## config.mk

```make
export PLATFORM = sky130hd
export DESIGN_NAME = u8d_decode
export DESIGN_NICKNAME = d
export VERILOG_FILES = /design/src/hdl/u8d_pkg.sv /design/src/hdl/u8d_decode.sv
export SDC_FILE = /design/constraint.sdc
export NUM_CORES = 1
export LEC_CHECK = 0
export BUFFER_PORTS_ARGS = -buffer_cell sky130_fd_sc_hd__buf_2
export CAP_MARGIN = 20
export CORE_ASPECT_RATIO = 0.7
export CORE_MARGIN = 4
export CORE_UTILIZATION = 30
export DETAILED_ROUTE_END_ITERATION = 7
export GPL_TIMING_DRIVEN = 0
export PLACE_DENSITY = 0.78
export SYNTH_ARGS = -nofsm -noshare
export SYNTH_HDL_FRONTEND = slang
export SYNTH_SLANG_ARGS = --single-unit
export TNS_END_PERCENT = 100
```

## constraint.sdc

```tcl
create_clock -name vclk -period 1.8
set_input_delay 0.27 -clock vclk [all_inputs]
set_output_delay 0.27 -clock vclk [all_outputs]
set_load 0.01 [all_outputs]
```

## src/hdl/u8d_pkg.sv

```systemverilog
// u8d_pkg: types and constants shared by the UTF-8 byte stream decoder.
// No dependencies; compiled first.
`default_nettype none

package u8d_pkg;

    localparam int unsigned BYTE_W  = 8;
    localparam int unsigned CP_W    = 31;
    localparam int unsigned COUNT_W = 3;

    localparam logic [BYTE_W-1:0] ASCII_LIMIT = 8'h80;
    localparam logic [BYTE_W-1:0] MASK_LEAD2  = 8'h1f;
    localparam logic [BYTE_W-1:0] MASK_LEAD3  = 8'h0f;
    localparam logic [BYTE_W-1:0] MASK_LEAD4  = 8'h07;
    localparam logic [BYTE_W-1:0] MASK_LEAD5  = 8'h03;
    localparam logic [BYTE_W-1:0] MASK_LEAD6  = 8'h01;
    localparam logic [BYTE_W-1:0] MASK_CONT   = 8'h3f;

    typedef struct packed {
        logic [BYTE_W-1:0] data_byte;
        logic              string_end;
    } byte_beat_t;

    typedef struct packed {
        logic [CP_W-1:0] code_point;
    } cp_beat_t;

    typedef struct packed {
        logic [COUNT_W-1:0] pending_count;
        logic [CP_W-1:0]    accumulator;
    } seq_state_t;

    typedef struct packed {
        logic            emit;
        logic [CP_W-1:0] code_point;
        seq_state_t      state;
    } step_t;

endpackage

`default_nettype wire

```

## src/hdl/u8d_decode.sv

```systemverilog
// u8d_decode: combinational step of the decoder, next sequence state and result.
// Depends on u8d_pkg.
`default_nettype none

module u8d_decode (
    input  wire u8d_pkg::byte_beat_t beat,
    input  wire u8d_pkg::seq_state_t cur,
    output u8d_pkg::step_t           step
);
    import u8d_pkg::*;

    logic [COUNT_W-1:0] count_dec;
    logic [CP_W-1:0]    acc_shift;

    assign count_dec = cur.pending_count - COUNT_W'(1);
    assign acc_shift = {cur.accumulator[CP_W-7:0], beat.data_byte[5:0] & MASK_CONT[5:0]};

    always_comb
    begin
        step = '0;
        step.state = cur;
        if (beat.string_end)
        begin
            step.state = '0;
        end
        else if (beat.data_byte < ASCII_LIMIT)
        begin
            step.state      = '0;
            step.emit       = 1'b1;
            step.code_point = CP_W'(beat.data_byte);
        end
        else if (cur.pending_count == '0)
        begin
            unique case (beat.data_byte) inside
                [8'h80:8'hbf]:
                begin
                    step.state = cur;
                end
                [8'hc0:8'hdf]:
                begin
                    step.state.pending_count = COUNT_W'(1);
                    step.state.accumulator   = CP_W'(beat.data_byte & MASK_LEAD2);
                end
                [8'he0:8'hef]:
                begin
                    step.state.pending_count = COUNT_W'(2);
                    step.state.accumulator   = CP_W'(beat.data_byte & MASK_LEAD3);
                end
                [8'hf0:8'hf7]:
                begin
                    step.state.pending_count = COUNT_W'(3);
                    step.state.accumulator   = CP_W'(beat.data_byte & MASK_LEAD4);
                end
                [8'hf8:8'hfb]:
                begin
                    step.state.pending_count = COUNT_W'(4);
                    step.state.accumulator   = CP_W'(beat.data_byte & MASK_LEAD5);
                end
                default:
                begin
                    step.state.pending_count = COUNT_W'(5);
                    step.state.accumulator   = CP_W'(beat.data_byte & MASK_LEAD6);
                end
            endcase
        end
        else
        begin
            step.state.pending_count = count_dec;
            step.state.accumulator   = acc_shift;
            step.emit                = (count_dec == '0);
            step.code_point          = acc_shift;
        end
    end

endmodule

`default_nettype wire

```

[Yosys cells after proc, flatten, opt, wreduce, memory -nomap -nowiden]
Index checks and enable logic that the tools add are counted.
W data, S select, Z words.
Storage, ports and cells
  input bits: 43
  bits in registers: 0
  logic and storage cells: 25
Cells by class
  muxes and demuxes: 6
  $lt $le $gt $ge: 11
  add/subtract/negate cells: 1
  reduce and logical (&&, ||, !) cells: 7
Operator list (number)
  $pmux W34 S5: 1
  $mux W34: 2
  $mux W66: 1
  $mux W32: 2
  $ge A8 B8 Y1 const B: 5
  $le A8 B8 Y1 const B: 5
  $lt A8 B8 Y1 const B: 1
  $logic_not A3 Y1: 2
  $logic_and A1 B1 Y1: 5
  $sub A3 B1 Y3 const B: 1

[Longest topological paths before layout]
Gate-level depths: netlist of run 1.
  depth after elaboration: 6
  depth in mapped cells: 6
  gate-level depth less buffers: 5

[Worst setup path after synthesis of run 1]
Ideal clock, no wire load.
  path type: input to output
  start: input cur[32] (netlist bit)
  end: output step[31] (netlist bit)
  path buffers: 0
  arrival time: 1541 ps
  stages on the path: 5
  path slack: -11 ps
  cell sequence: inv_1 ha_1 nor2b_1 mux2_2 nor3_1
RTL lines
  from (decl): line u8d_decode.sv:7  | input wire u8d_pkg::seq_state_t cur,
  to (decl): line u8d_decode.sv:8  | output u8d_pkg::step_t step

==> impl_summary.txt, run 1 <==
----------------------------------------------------
[Run status]
  Outcome ... completed

[Worst setup path]
  Crit Path Class ... in2out
  Dominant delay contributor by cell family on the critical path ... buffers and inverters
  Largest stage delay on the critical path ... 330 ps
  Chain of cells forming the critical path ... buf_6, inv_4, ha_4, nand2b_4, nor3_4, buf_4, a22o_1, buf_2
  Largest fanout of any net on the critical path ... 7
  Critical path launch point type ... input pin
  Worst path bufs/invs ... 4
  CP Capture Type ... primary output
  Arr. time, crit path ... 1480 ps
  Max stage delay cell, worst path ... sky130_fd_sc_hd__nor3_4
  Worst path required time ... 1530 ps

[Place]
  Buffers on Ports ... 108
  Post-detailed-placement half-perimeter wirelength ... 3212 um
  Placer congestion estimate ... 0.8042
  Total placed instance area ... 1410 um^2
  Number of instances in the placed design ... 264

[STA]
  Slew margin rel. ... 73.57%
  Max-slew violation total from the final report ... 0
  Number of failing setup endpoints in the final timing report ... 0
  Crit share post-route ... 97.35%
  Total negative setup slack ... 0 ps
  Highest clock rate ... 0.5707 GHz
  Hold WS ... 821.5 ps
  Unrepaired setup endpoints after global routing ... true
  Period minus WS final ... 1752 ps
  Transition time of the tightest slew-check pin ... 386.4 ps
  Number of failing hold endpoints at the final stage ... 0

[Detailed routing]
  Number of DRC violations after detailed routing ... 0
  Total via count after detailed routing ... 1383
  DRT met1 WL ... 1727 um
  Metal3 WL ... 356 um
  Remaining number of nets flagged by the antenna check after routing ... 0
  Detail Route met2 WL ... 1872 um
  Highest routed layer ... met4
  Total iterations of the first detailed-routing run ... 4
  Final wirelength ... 3992 um
  Number of vias per cell ... 5.122
  Count of routing violations after the opening detailed-route iteration ... 79
  Routed length per placed instance ... 14.79 um

[Worst hold path]
  Worst Min Path Start ... cur[27]
  Type of the most critical hold path ... in2out
  Hold Crit Depth ... 3
  Endpoint with the worst hold slack ... step[27]

[Synth]
  Compound-gate portion of the synthesized area ... 39.00%
  Post-synthesis share of cell area spent on xor and xnor gates ... 0%
  Post-synthesis average cell area ... 6.759 um^2
  Unique cell type count in the Yosys netlist ... 34
  Synth top cells by count ... 25 x sky130_fd_sc_hd__and3_1, 24 x sky130_fd_sc_hd__a21o_1, 8 x sky130_fd_sc_hd__a21oi_1
  Main combinational cell family by area after synthesis ... simple AND/OR/NAND/NOR gates
  Sequential-to-total area share from yosys stat ... 0%
  Share of cell area taken by muxes after synthesis ... 1.366%
  Share of the synthesized area in the top cell type ... 21.85%
  Cell accounting for the most synthesized area ... sky130_fd_sc_hd__a21o_1
  Largest cells by area after synthesis ... sky130_fd_sc_hd__a21o_1 22%, sky130_fd_sc_hd__and3_1 19%, sky130_fd_sc_hd__and2_1 5.3%
  Most common cell in the synthesized netlist ... sky130_fd_sc_hd__and3_1
  Post-Synthesis Cell Area ... 824.5 um^2
  Post-synthesis share of cell area spent on full adders, half adders and majority gates ... 4.552%
  Fraction of the mapped netlist area in simple logic gates ... 45.68%
  Number of warning messages in the yosys log ... 0
  Post-Syn Nets ... 168
  Synth Instances ... 122

[Global routing]
  Wire length of the first global-routing pass ... 5927 um
  Vias in the first global route ... 1270
  Overall overflow remaining after global route ... 0
  Total routing usage reported by global routing ... 18.91%
  Largest net degree at the start of global routing ... 11
  Antenna violations before repair ... 0

[Floorplan]
  Core Region ... 2534 um^2
  Die width ... 70.66 um
  Die Outline Area ... 3664 um^2
  Starting Density ... 32.54%
  Placement row count ... 15
  Die Y ... 51.86 um
  Num ports ... 109

[Pwr]
  Static leakage ... 1.152 nW
  Power density over cell area ... 211.5 nW/um^2
  Worst vdd rail ir drop ... 98.29 uV

[Finish]
  Count of flip-flops and latches ... 0
  Ratio of cells with drive above 1 in the final layout ... 57.63%
  Footprint of the flip-flops and latches ... 0 um^2
  Post-Layout Inst Area ... 1518 um^2
  Number of clock buffer instances in the layout ... 0
  Layout-stage area growth over the synthesis result ... 84.07%
  Net count of the finished layout ... 284
  Non-Filler Instances ... 270
  Number of antenna diodes ... 0

[Clock network]
  Hold_buf cts ... 0

[Job]
  Max Cap Viol ... 0

----------------------------------------------------
==> power breakdown <==
| group | internal [mW] | switching, mW |
|---|---|---|
| sequential | 0 | 0 |
| combinational | 0.153 | 0.168 |
| clock | 0 | 0 |
| total | 0.153 | 0.168 |
==> routing by layer <==
metal	GRT usage (%)	up-vias
met5	0	-
met2	34.32	69
met3	2.124	4
met1	25.23	622
li1	-	688
met4	1.563	0
==> kinds of logic after synthesis <==
logic type,after synthesis
multiplexers,1
AO/OA/AOI/OAI,46
AND/OR/NAND/NOR,59
adder cells (fa/ha/maj),3
buffers and inverters,13
==> worst max path at each step <==
| stage | start | to | cells after the start |
|---|---|---|---|
| 2_1_floorplan | cur[32] | step[31] | 5 |
| 3_3_place_gp | cur[32] | step[25] | 8 |
| 3_5_place_dp | cur[32] | step[25] | 8 |
| 4_1_cts | cur[31] | step[37] | 7 |
| 5_1_grt | cur[31] | step[1] | 8 |
| 6_report | cur[31] | step[2] | 8 |
==> placed cells by master, fill, tap and decap left out <==
cell type | Yosys | routed
sky130_fd_sc_hd__and2_1 | 7 | 7
sky130_fd_sc_hd__nor2b_1 | 2 | 1
sky130_fd_sc_hd__a21o_1 | 24 | 24
sky130_fd_sc_hd__nand2b_4 | 1 | 2
sky130_fd_sc_hd__buf_6 | 3 | 5
sky130_fd_sc_hd__inv_4 | 0 | 2
sky130_fd_sc_hd__a221o_1 | 1 | 1
sky130_fd_sc_hd__nand4b_1 | 1 | 1
sky130_fd_sc_hd__a311oi_1 | 1 | 1
sky130_fd_sc_hd__a22o_1 | 1 | 1
sky130_fd_sc_hd__ha_1 | 3 | 2
sky130_fd_sc_hd__a22oi_1 | 3 | 3
sky130_fd_sc_hd__clkbuf_2 | 0 | 4
sky130_fd_sc_hd__nand3_1 | 3 | 3
sky130_fd_sc_hd__a21oi_1 | 8 | 7
sky130_fd_sc_hd__nand3b_1 | 1 | 1
sky130_fd_sc_hd__mux2_4 | 0 | 1
sky130_fd_sc_hd__nor2_1 | 3 | 3
sky130_fd_sc_hd__ha_4 | 0 | 1
sky130_fd_sc_hd__buf_4 | 1 | 7
sky130_fd_sc_hd__o21ai_0 | 4 | 4
sky130_fd_sc_hd__nor3b_2 | 0 | 1
sky130_fd_sc_hd__nor2b_4 | 1 | 2
sky130_fd_sc_hd__a31oi_1 | 1 | 1
sky130_fd_sc_hd__inv_1 | 3 | 1
sky130_fd_sc_hd__o21a_1 | 1 | 1
sky130_fd_sc_hd__nand2_1 | 6 | 6
sky130_fd_sc_hd__nand4bb_1 | 1 | 1
sky130_fd_sc_hd__o32ai_1 | 1 | 1
sky130_fd_sc_hd__a21oi_2 | 0 | 1
sky130_fd_sc_hd__nor3_2 | 0 | 1
sky130_fd_sc_hd__buf_2 | 2 | 108
sky130_fd_sc_hd__nand2b_1 | 2 | 2
sky130_fd_sc_hd__nor3_1 | 3 | 2
sky130_fd_sc_hd__and3_1 | 25 | 25
sky130_fd_sc_hd__a2111oi_0 | 1 | 1
sky130_fd_sc_hd__nor3_4 | 1 | 1
==> final cells by class <==
| cell class | count | area [um^2] |
|---|---|---|
| fillers | 250 | 1016 |
| repair buffers | 114 | 598.1 |
| inverters | 3 | 16.27 |
| well taps | 34 | 42.54 |
| multi-input cells | 109 | 789.5 |
| plain buffers | 10 | 71.32 |
==> timing repair <==
item / in CTS / in global routing
resized for setup: 8 / 15
setup buffers: 2 / 3
setup endpoints to repair: 58 / 33
pin swaps: 1 / 6
gates cloned: 0 / 1
==> metrics by stage <==
| step | util, % | setup WS (ps) | total power, mW |
|---|---|---|---|
| detailed placement | 55.65 | -263.4 | 0.2986 |
| finish | 59.90 | 47.62 | 0.3210 |
| global placement | 55.65 | -202.6 | 0.2944 |
| floorplan | - | 64.04 | 0.1521 |
| CTS | 57.23 | 6.320 | 0.3064 |
| global route | 59.90 | -44.53 | 0.3516 |
==> tightest hold or removal path: cells and delay by family <==
| family | cells | cell delay [ps] |
|---|---|---|
| AO/OA/AOI/OAI | 1 | 90 |
| buffers and inverters | 2 | 200 |
Power figures use the tool's default switching activity.
==> run 2: changes to the inputs <==
--- a/config.mk
+++ b/config.mk
@@ -5,6 +5,7 @@
 export SDC_FILE = /design/constraint.sdc
 export NUM_CORES = 1
 export LEC_CHECK = 0
+export ABC_AREA = 1
 export BUFFER_PORTS_ARGS = -buffer_cell sky130_fd_sc_hd__buf_2
 export CAP_MARGIN = 20
 export CORE_ASPECT_RATIO = 0.7
@@ -12,7 +13,7 @@
 export CORE_UTILIZATION = 30
 export DETAILED_ROUTE_END_ITERATION = 7
 export GPL_TIMING_DRIVEN = 0
-export PLACE_DENSITY = 0.78
+export PLACE_DENSITY = 0.72
 export SYNTH_ARGS = -nofsm -noshare
 export SYNTH_HDL_FRONTEND = slang
 export SYNTH_SLANG_ARGS = --single-unit
==> impl_summary.txt, run 2 <==
----------------------------------------------------
[Run status]
  Outcome ... completed

[Synth]
  Post-Synthesis Cell Area ... 1001 um^2
  Synth top cells by count ... 39 x sky130_fd_sc_hd__nand2_1, 38 x sky130_fd_sc_hd__inv_1, 37 x sky130_fd_sc_hd__nor2_1
  Share of cell area taken by muxes after synthesis ... 0%
  Compound-gate portion of the synthesized area ... 29.00%
  Post-synthesis share of cell area spent on full adders, half adders and majority gates ... 3.750%
  Share of the synthesized area in the top cell type ... 14.63%
  Post-synthesis share of cell area spent on xor and xnor gates ... 0%
  Number of warning messages in the yosys log ... 0
  Fraction of the mapped netlist area in simple logic gates ... 43.75%
  Sequential-to-total area share from yosys stat ... 0%
  Post-Syn Nets ... 244
  Main combinational cell family by area after synthesis ... simple AND/OR/NAND/NOR gates
  Cell accounting for the most synthesized area ... sky130_fd_sc_hd__nand2_1
  Post-synthesis average cell area ... 5.055 um^2
  Most common cell in the synthesized netlist ... sky130_fd_sc_hd__nand2_1
  Largest cells by area after synthesis ... sky130_fd_sc_hd__nand2_1 15%, sky130_fd_sc_hd__o22ai_1 14%, sky130_fd_sc_hd__inv_1 14%
  Unique cell type count in the Yosys netlist ... 25
  Synth Instances ... 198

[Worst hold path]
  Worst Min Path Start ... beat[0]
  Type of the most critical hold path ... in2out
  Hold Crit Depth ... 3
  Endpoint with the worst hold slack ... step[65]

[Pwr]
  Worst vdd rail ir drop ... 89.59 uV
  Static leakage ... 1.124 nW
  Power density over cell area ... 221.7 nW/um^2

[Global routing]
  Largest net degree at the start of global routing ... 11
  Vias in the first global route ... 1426
  Wire length of the first global-routing pass ... 6548 um
  Overall overflow remaining after global route ... 0
  Antenna violations before repair ... 0
  Total routing usage reported by global routing ... 17.40%

[STA]
  Highest clock rate ... 0.5851 GHz
  Slew margin rel. ... 70.94%
  Period minus WS final ... 1709 ps
  Transition time of the tightest slew-check pin ... 433.0 ps
  Max-slew violation total from the final report ... 0
  Unrepaired setup endpoints after global routing ... false
  Hold WS ... 832.6 ps
  Crit share post-route ... 94.94%
  Number of failing hold endpoints at the final stage ... 0
  Number of failing setup endpoints in the final timing report ... 0

[Worst setup path]
  Worst path bufs/invs ... 5
  Largest stage delay on the critical path ... 210 ps
  Crit Path Class ... in2out
  Dominant delay contributor by cell family on the critical path ... buffers and inverters
  Chain of cells forming the critical path ... buf_2, inv_2, ha_2, nand2_4, inv_4, nand4_4, buf_4, o22ai_1, buf_2
  Critical path launch point type ... input pin
  Max stage delay cell, worst path ... sky130_fd_sc_hd__buf_4
  Arr. time, crit path ... 1440 ps
  Largest fanout of any net on the critical path ... 10
  Most used cell, CP ... sky130_fd_sc_hd__buf_2
  Worst path required time ... 1530 ps
  CP Capture Type ... primary output

[Finish]
  Ratio of cells with drive above 1 in the final layout ... 44.12%
  Post-Layout Inst Area ... 1623 um^2
  Number of clock buffer instances in the layout ... 0
  Count of flip-flops and latches ... 0
  Number of fill cells in the layout ... 365
  Commonest non-fill, non-tap cell in the layout ... sky130_fd_sc_hd__buf_2
  Footprint of the flip-flops and latches ... 0 um^2
  Net count of the finished layout ... 354
  Layout-stage area growth over the synthesis result ... 62.13%
  Most frequent cells in the layout ... 111 x sky130_fd_sc_hd__buf_2, 39 x sky130_fd_sc_hd__nand2_1, 37 x sky130_fd_sc_hd__nor2_1
  Final cell utilization of the core ... 51.20%
  Number of antenna diodes ... 0

[Floorplan]
  Starting Density ... 31.58%
  Die Y ... 56.33 um
  Placement row count ... 17
  Die Outline Area ... 4339 um^2
  Num ports ... 109
  Core Region ... 3169 um^2
  Die width ... 77.04 um

[Detailed routing]
  Final wirelength ... 4094 um
  Number of vias per cell ... 4.651
  Remaining number of nets flagged by the antenna check after routing ... 0
  Number of DRC violations after detailed routing ... 0
  Routed length per placed instance ... 11.90 um
  Count of routing violations after the opening detailed-route iteration ... 76
  Total via count after detailed routing ... 1600
  Total iterations of the first detailed-routing run ... 4

[Clock network]
  Number of setup buffers added after CTS ... 0

[Place]
  Total placed instance area ... 1589 um^2
  Placer congestion estimate ... 0.8203
  Buffers on Ports ... 108
  Post-detailed-placement half-perimeter wirelength ... 3476 um

[Job]
  Max Cap Viol ... 0

----------------------------------------------------
[run 2: changes by cell type after synthesis, moves of 4 or more]
cell	delta
sky130_fd_sc_hd__o211ai_1	+5
sky130_fd_sc_hd__inv_2	+4
sky130_fd_sc_hd__o21ai_1	+5
sky130_fd_sc_hd__inv_1	+35
sky130_fd_sc_hd__and2_1	-7
sky130_fd_sc_hd__nand2_1	+33
sky130_fd_sc_hd__and3_1	-25
sky130_fd_sc_hd__a21o_1	-24
sky130_fd_sc_hd__o22ai_1	+23
sky130_fd_sc_hd__nor2_1	+34
[run 2: per-layer routing]
metal | track usage [%] | wire length [um] | up-vias
met5 | 0 | 0 | -
met4 | 0 | 0 | 0
met3 | 2.564 | 374 | 0
met2 | 28.66 | 1783 | 62
met1 | 25.43 | 1936 | 675
li1 | - | - | 863
[run 2: area by class of cell]
class	instances	area, um^2	share of cell area (%)
Timing Repair Buffer	108	540.5	33.31
Inverter	42	160.2	9.869
Buffer	12	101.3	6.245
Multi-Input combinational cell	144	773.2	47.65
Tap cell	38	47.55	2.930
[run 2: repair_timing]
item                       4_1_cts  5_1_grt
pin swaps                        0        0
setup endpoints to repair       12       28
gates resized for setup          3       10
hold buffers                     0        0
[run 2: cell families after synthesis]
| kind of cell | after synthesis |
|---|---|
| adders and majority gates | 3 |
| and+or+nand+nor | 92 |
| AOI/OAI and AO/OA | 49 |
| buffers and inverters | 54 |
[run 2: through the flow]
step,setup WS [ps],power (mW),std cells,setup TNS [ps]
finish,91.02,0.3598,344,0
global route,9.265,0.4009,344,0
CTS,5.115,0.3569,344,0
detailed placement,-30.90,0.3541,344,-50.97
global placement,-6.179,0.3531,344,-10.93
floorplan,307.2,0.2009,198,0
[run 2: worst max-delay path by stage]
| stage | from | end | slack (ps) | depth (start not counted) |
|---|---|---|---|---|
| floorplan | cur[31] | step[22] | 310 | 7 |
| global placement | cur[31] | step[21] | -6 | 9 |
| detailed placement | cur[31] | step[24] | -30 | 9 |
| CTS | cur[31] | step[21] | 5 | 9 |
| global route | cur[31] | step[20] | 9 | 9 |
| finish | cur[31] | step[14] | 90 | 9 |
[run 2: worst min-delay path, delay by kind of cell]
kind | cells | cell delay [ps]
buffers and inverters | 2 | 250
AO/OA/AOI/OAI | 1 | 40
[run 2: power breakdown]
part / leakage, nW / switching, mW / total [mW] / internal (mW)
Combinational: 1.12 / 0.212 / 0.360 / 0.148
Sequential: 0 / 0 / 0 / 0
Clock: 0 / 0 / 0 / 0
Total: 1.12 / 0.212 / 0.360 / 0.148
==> run 3: changes to the inputs <==
--- a/config.mk
+++ b/config.mk
@@ -13,7 +13,7 @@
 export CORE_UTILIZATION = 30
 export DETAILED_ROUTE_END_ITERATION = 7
 export GPL_TIMING_DRIVEN = 0
-export PLACE_DENSITY = 0.72
+export PLACE_DENSITY = 0.74
 export SYNTH_ARGS = -nofsm -noshare
 export SYNTH_HDL_FRONTEND = slang
 export SYNTH_SLANG_ARGS = --single-unit
==> constraint.sdc (replaced) <==
create_clock -name vclk -period 1.52
set_input_delay 0.228 -clock vclk [all_inputs]
set_output_delay 0.228 -clock vclk [all_outputs]
set_load 0.01 [all_outputs]
==> impl_summary.txt, run 3 (synthesis gave the netlist of run 2 again) <==
----------------------------------------------------
[Run status]
  Outcome ... complete, but fails checks
  Failing checks ... setup timing

[STA]
  Max-slew violation total from the final report ... 0
  Hold WS ... 737.5 ps
  Crit path setup slack, layout ... -29.99 ps
  Number of failing hold endpoints at the final stage ... 0
  Unrepaired setup endpoints after global routing ... true
  Number of failing setup endpoints in the final timing report ... 6
  Period minus WS final ... 1550 ps
  Slew margin rel. ... 71.19%
  Highest clock rate ... 0.6452 GHz
  Transition time of the tightest slew-check pin ... 429.2 ps
  Crit share post-route ... 102.0%

[Global routing]
  Overall overflow remaining after global route ... 0
  Antenna violations before repair ... 0
  Wire length of the first global-routing pass ... 6796 um
  Vias in the first global route ... 1550
  Largest net degree at the start of global routing ... 11
  Total routing usage reported by global routing ... 18.01%

[Finish]
  Number of antenna diodes ... 0
  Net count of the finished layout ... 366
  Count of flip-flops and latches ... 0
  Most frequent cells in the layout ... 109 x sky130_fd_sc_hd__buf_2, 37 x sky130_fd_sc_hd__nor2_1, 36 x sky130_fd_sc_hd__nand2_1, 36 x sky130_fd_sc_hd__inv_1, 22 x sky130_fd_sc_hd__o22ai_2
  Footprint of the flip-flops and latches ... 0 um^2
  Layout-stage area growth over the synthesis result ... 99.00%
  Ratio of cells with drive above 1 in the final layout ... 55.66%
  Number of fill cells in the layout ... 311
  Commonest non-fill, non-tap cell in the layout ... sky130_fd_sc_hd__buf_2
  Post-Layout Inst Area ... 1992 um^2
  Non-Filler Instances ... 356
  Number of clock buffer instances in the layout ... 0

[Detailed routing]
  Number of DRC violations after detailed routing ... 0
  Number of vias per cell ... 4.857
  Final wirelength ... 4594 um
  Total via count after detailed routing ... 1729
  Count of routing violations after the opening detailed-route iteration ... 65
  Routed length per placed instance ... 12.90 um
  Total iterations of the first detailed-routing run ... 6
  Remaining number of nets flagged by the antenna check after routing ... 0

[Pwr]
  Total power ... 511.5 uW
  Static leakage ... 1.264 nW
  Worst vdd rail ir drop ... 117.7 uV
  Combinational power share ... 100.0%
  Power density over cell area ... 256.8 nW/um^2
  Part of the total power dissipated in the clock network ... 0%
  Internal portion of total power ... 221.6 uW
  Sequential cell fraction of total power ... 0%
  Sw Ratio ... 56.67%
  Net switching power ... 289.9 uW

[Clock network]
  Hold_buf cts ... 0

[Job]
  Max Cap Viol ... 0

[Place]
  Dpl ws ... -203.1 ps
  Buffers on Ports ... 108
  Total placed instance area ... 1589 um^2
  Number of instances in the placed design ... 344
  Post-detailed-placement half-perimeter wirelength ... 3452 um
  Placer congestion estimate ... 0.8154

[Worst setup path]
  Dominant delay contributor by cell family on the critical path ... buffers and inverters
  Largest stage delay on the critical path ... 220 ps
  Critical path depth in cells ... 9
  CP Capture Type ... primary output
  Crit Path Class ... in2out
  Worst path bufs/invs ... 5
  Largest fanout of any net on the critical path ... 5
  Arr. time, crit path ... 1320 ps
  Max stage delay cell, worst path ... sky130_fd_sc_hd__clkbuf_16
  Chain of cells forming the critical path ... buf_6, inv_6, ha_4, nand2_4, inv_4, nand4_4, clkbuf_16, o22ai_2, buf_2
  Worst path required time ... 1290 ps
  Critical path launch point type ... input pin

[Worst hold path]
  Type of the most critical hold path ... in2out
  Endpoint with the worst hold slack ... step[6]
  Hold Crit Depth ... 3
  Worst Min Path Start ... beat[0]

[Floorplan]
  Starting Density ... 31.58%
  Placement row count ... 17
  Core Region ... 3169 um^2
  Die Outline Area ... 4339 um^2
  Num ports ... 109
  Die Y ... 56.33 um
  Die width ... 77.04 um

----------------------------------------------------
==> run 3: cell types whose count changed in the layout (fill, tap and decap cells not counted), moves of 2 or more <==
cell and delta:
sky130_fd_sc_hd__buf_4 +6, sky130_fd_sc_hd__nand2_1 -3, sky130_fd_sc_hd__a21oi_2 +3, sky130_fd_sc_hd__o22ai_1 -23, sky130_fd_sc_hd__o22ai_2 +22, sky130_fd_sc_hd__buf_2 -2
sky130_fd_sc_hd__inv_2 -2, sky130_fd_sc_hd__buf_8 +3, sky130_fd_sc_hd__inv_6 +2, sky130_fd_sc_hd__a21oi_1 -3, sky130_fd_sc_hd__nand2_2 +3, sky130_fd_sc_hd__buf_6 +2
sky130_fd_sc_hd__clkbuf_16 +2
==> run 3: worst max path at each step <==
stage,start,endpoint,slack (ps)
final,cur[32],step[24],-30
after global routing,cur[32],step[24],-80
after CTS,cur[31],step[19],7
after detailed placement,cur[31],step[21],-200
after global placement,cur[31],step[21],-190
after floorplan,cur[31],step[22],110
==> run 3: timing repair <==
item,CTS,global route
pin swaps,1,5
setup buffers,5,3
setup endpoints to repair,56,52
resized for setup,21,41
gates cloned,2,2
==> run 3: layout make-up <==
class / count / area (um^2) / share of cell area, %
plain buffers: 12 / 113.9 / 5.716
inverters: 42 / 170.2 / 8.543
multi-input cells: 144 / 958.4 / 48.12
well taps: 38 / 47.55 / 2.387
repair buffers: 120 / 701.9 / 35.24
==> run 3: power groups by stage <==
| stage | Clock [mW] | Combinational, mW | Sequential (mW) |
|---|---|---|---|
| floorplan | 0 | 0.238 | 0 |
| global placement | 0 | 0.417 | 0 |
| detailed placement | 0 | 0.419 | 0 |
| CTS | 0 | 0.446 | 0 |
| global route | 0 | 0.562 | 0 |
| finish | 0 | 0.512 | 0 |
==> run 3: metrics by stage <==
stage	TNS (ps)	util, %
CTS	0	54.24
detailed placement	-6256	50.14
floorplan	0	-
global placement	-5769	50.14
finish	-57.12	62.85
global route	-1667	62.85
==> run 3: layer usage <==
metal	up-vias	wire length, um	share of wire [%]	global-route usage (%)
li1	883	-	-	-
met1	772	1985	43	24.67
met2	74	2174	47	32.26
met3	0	435	9.5	2.083
met4	0	0	0	0
met5	-	0	0	0
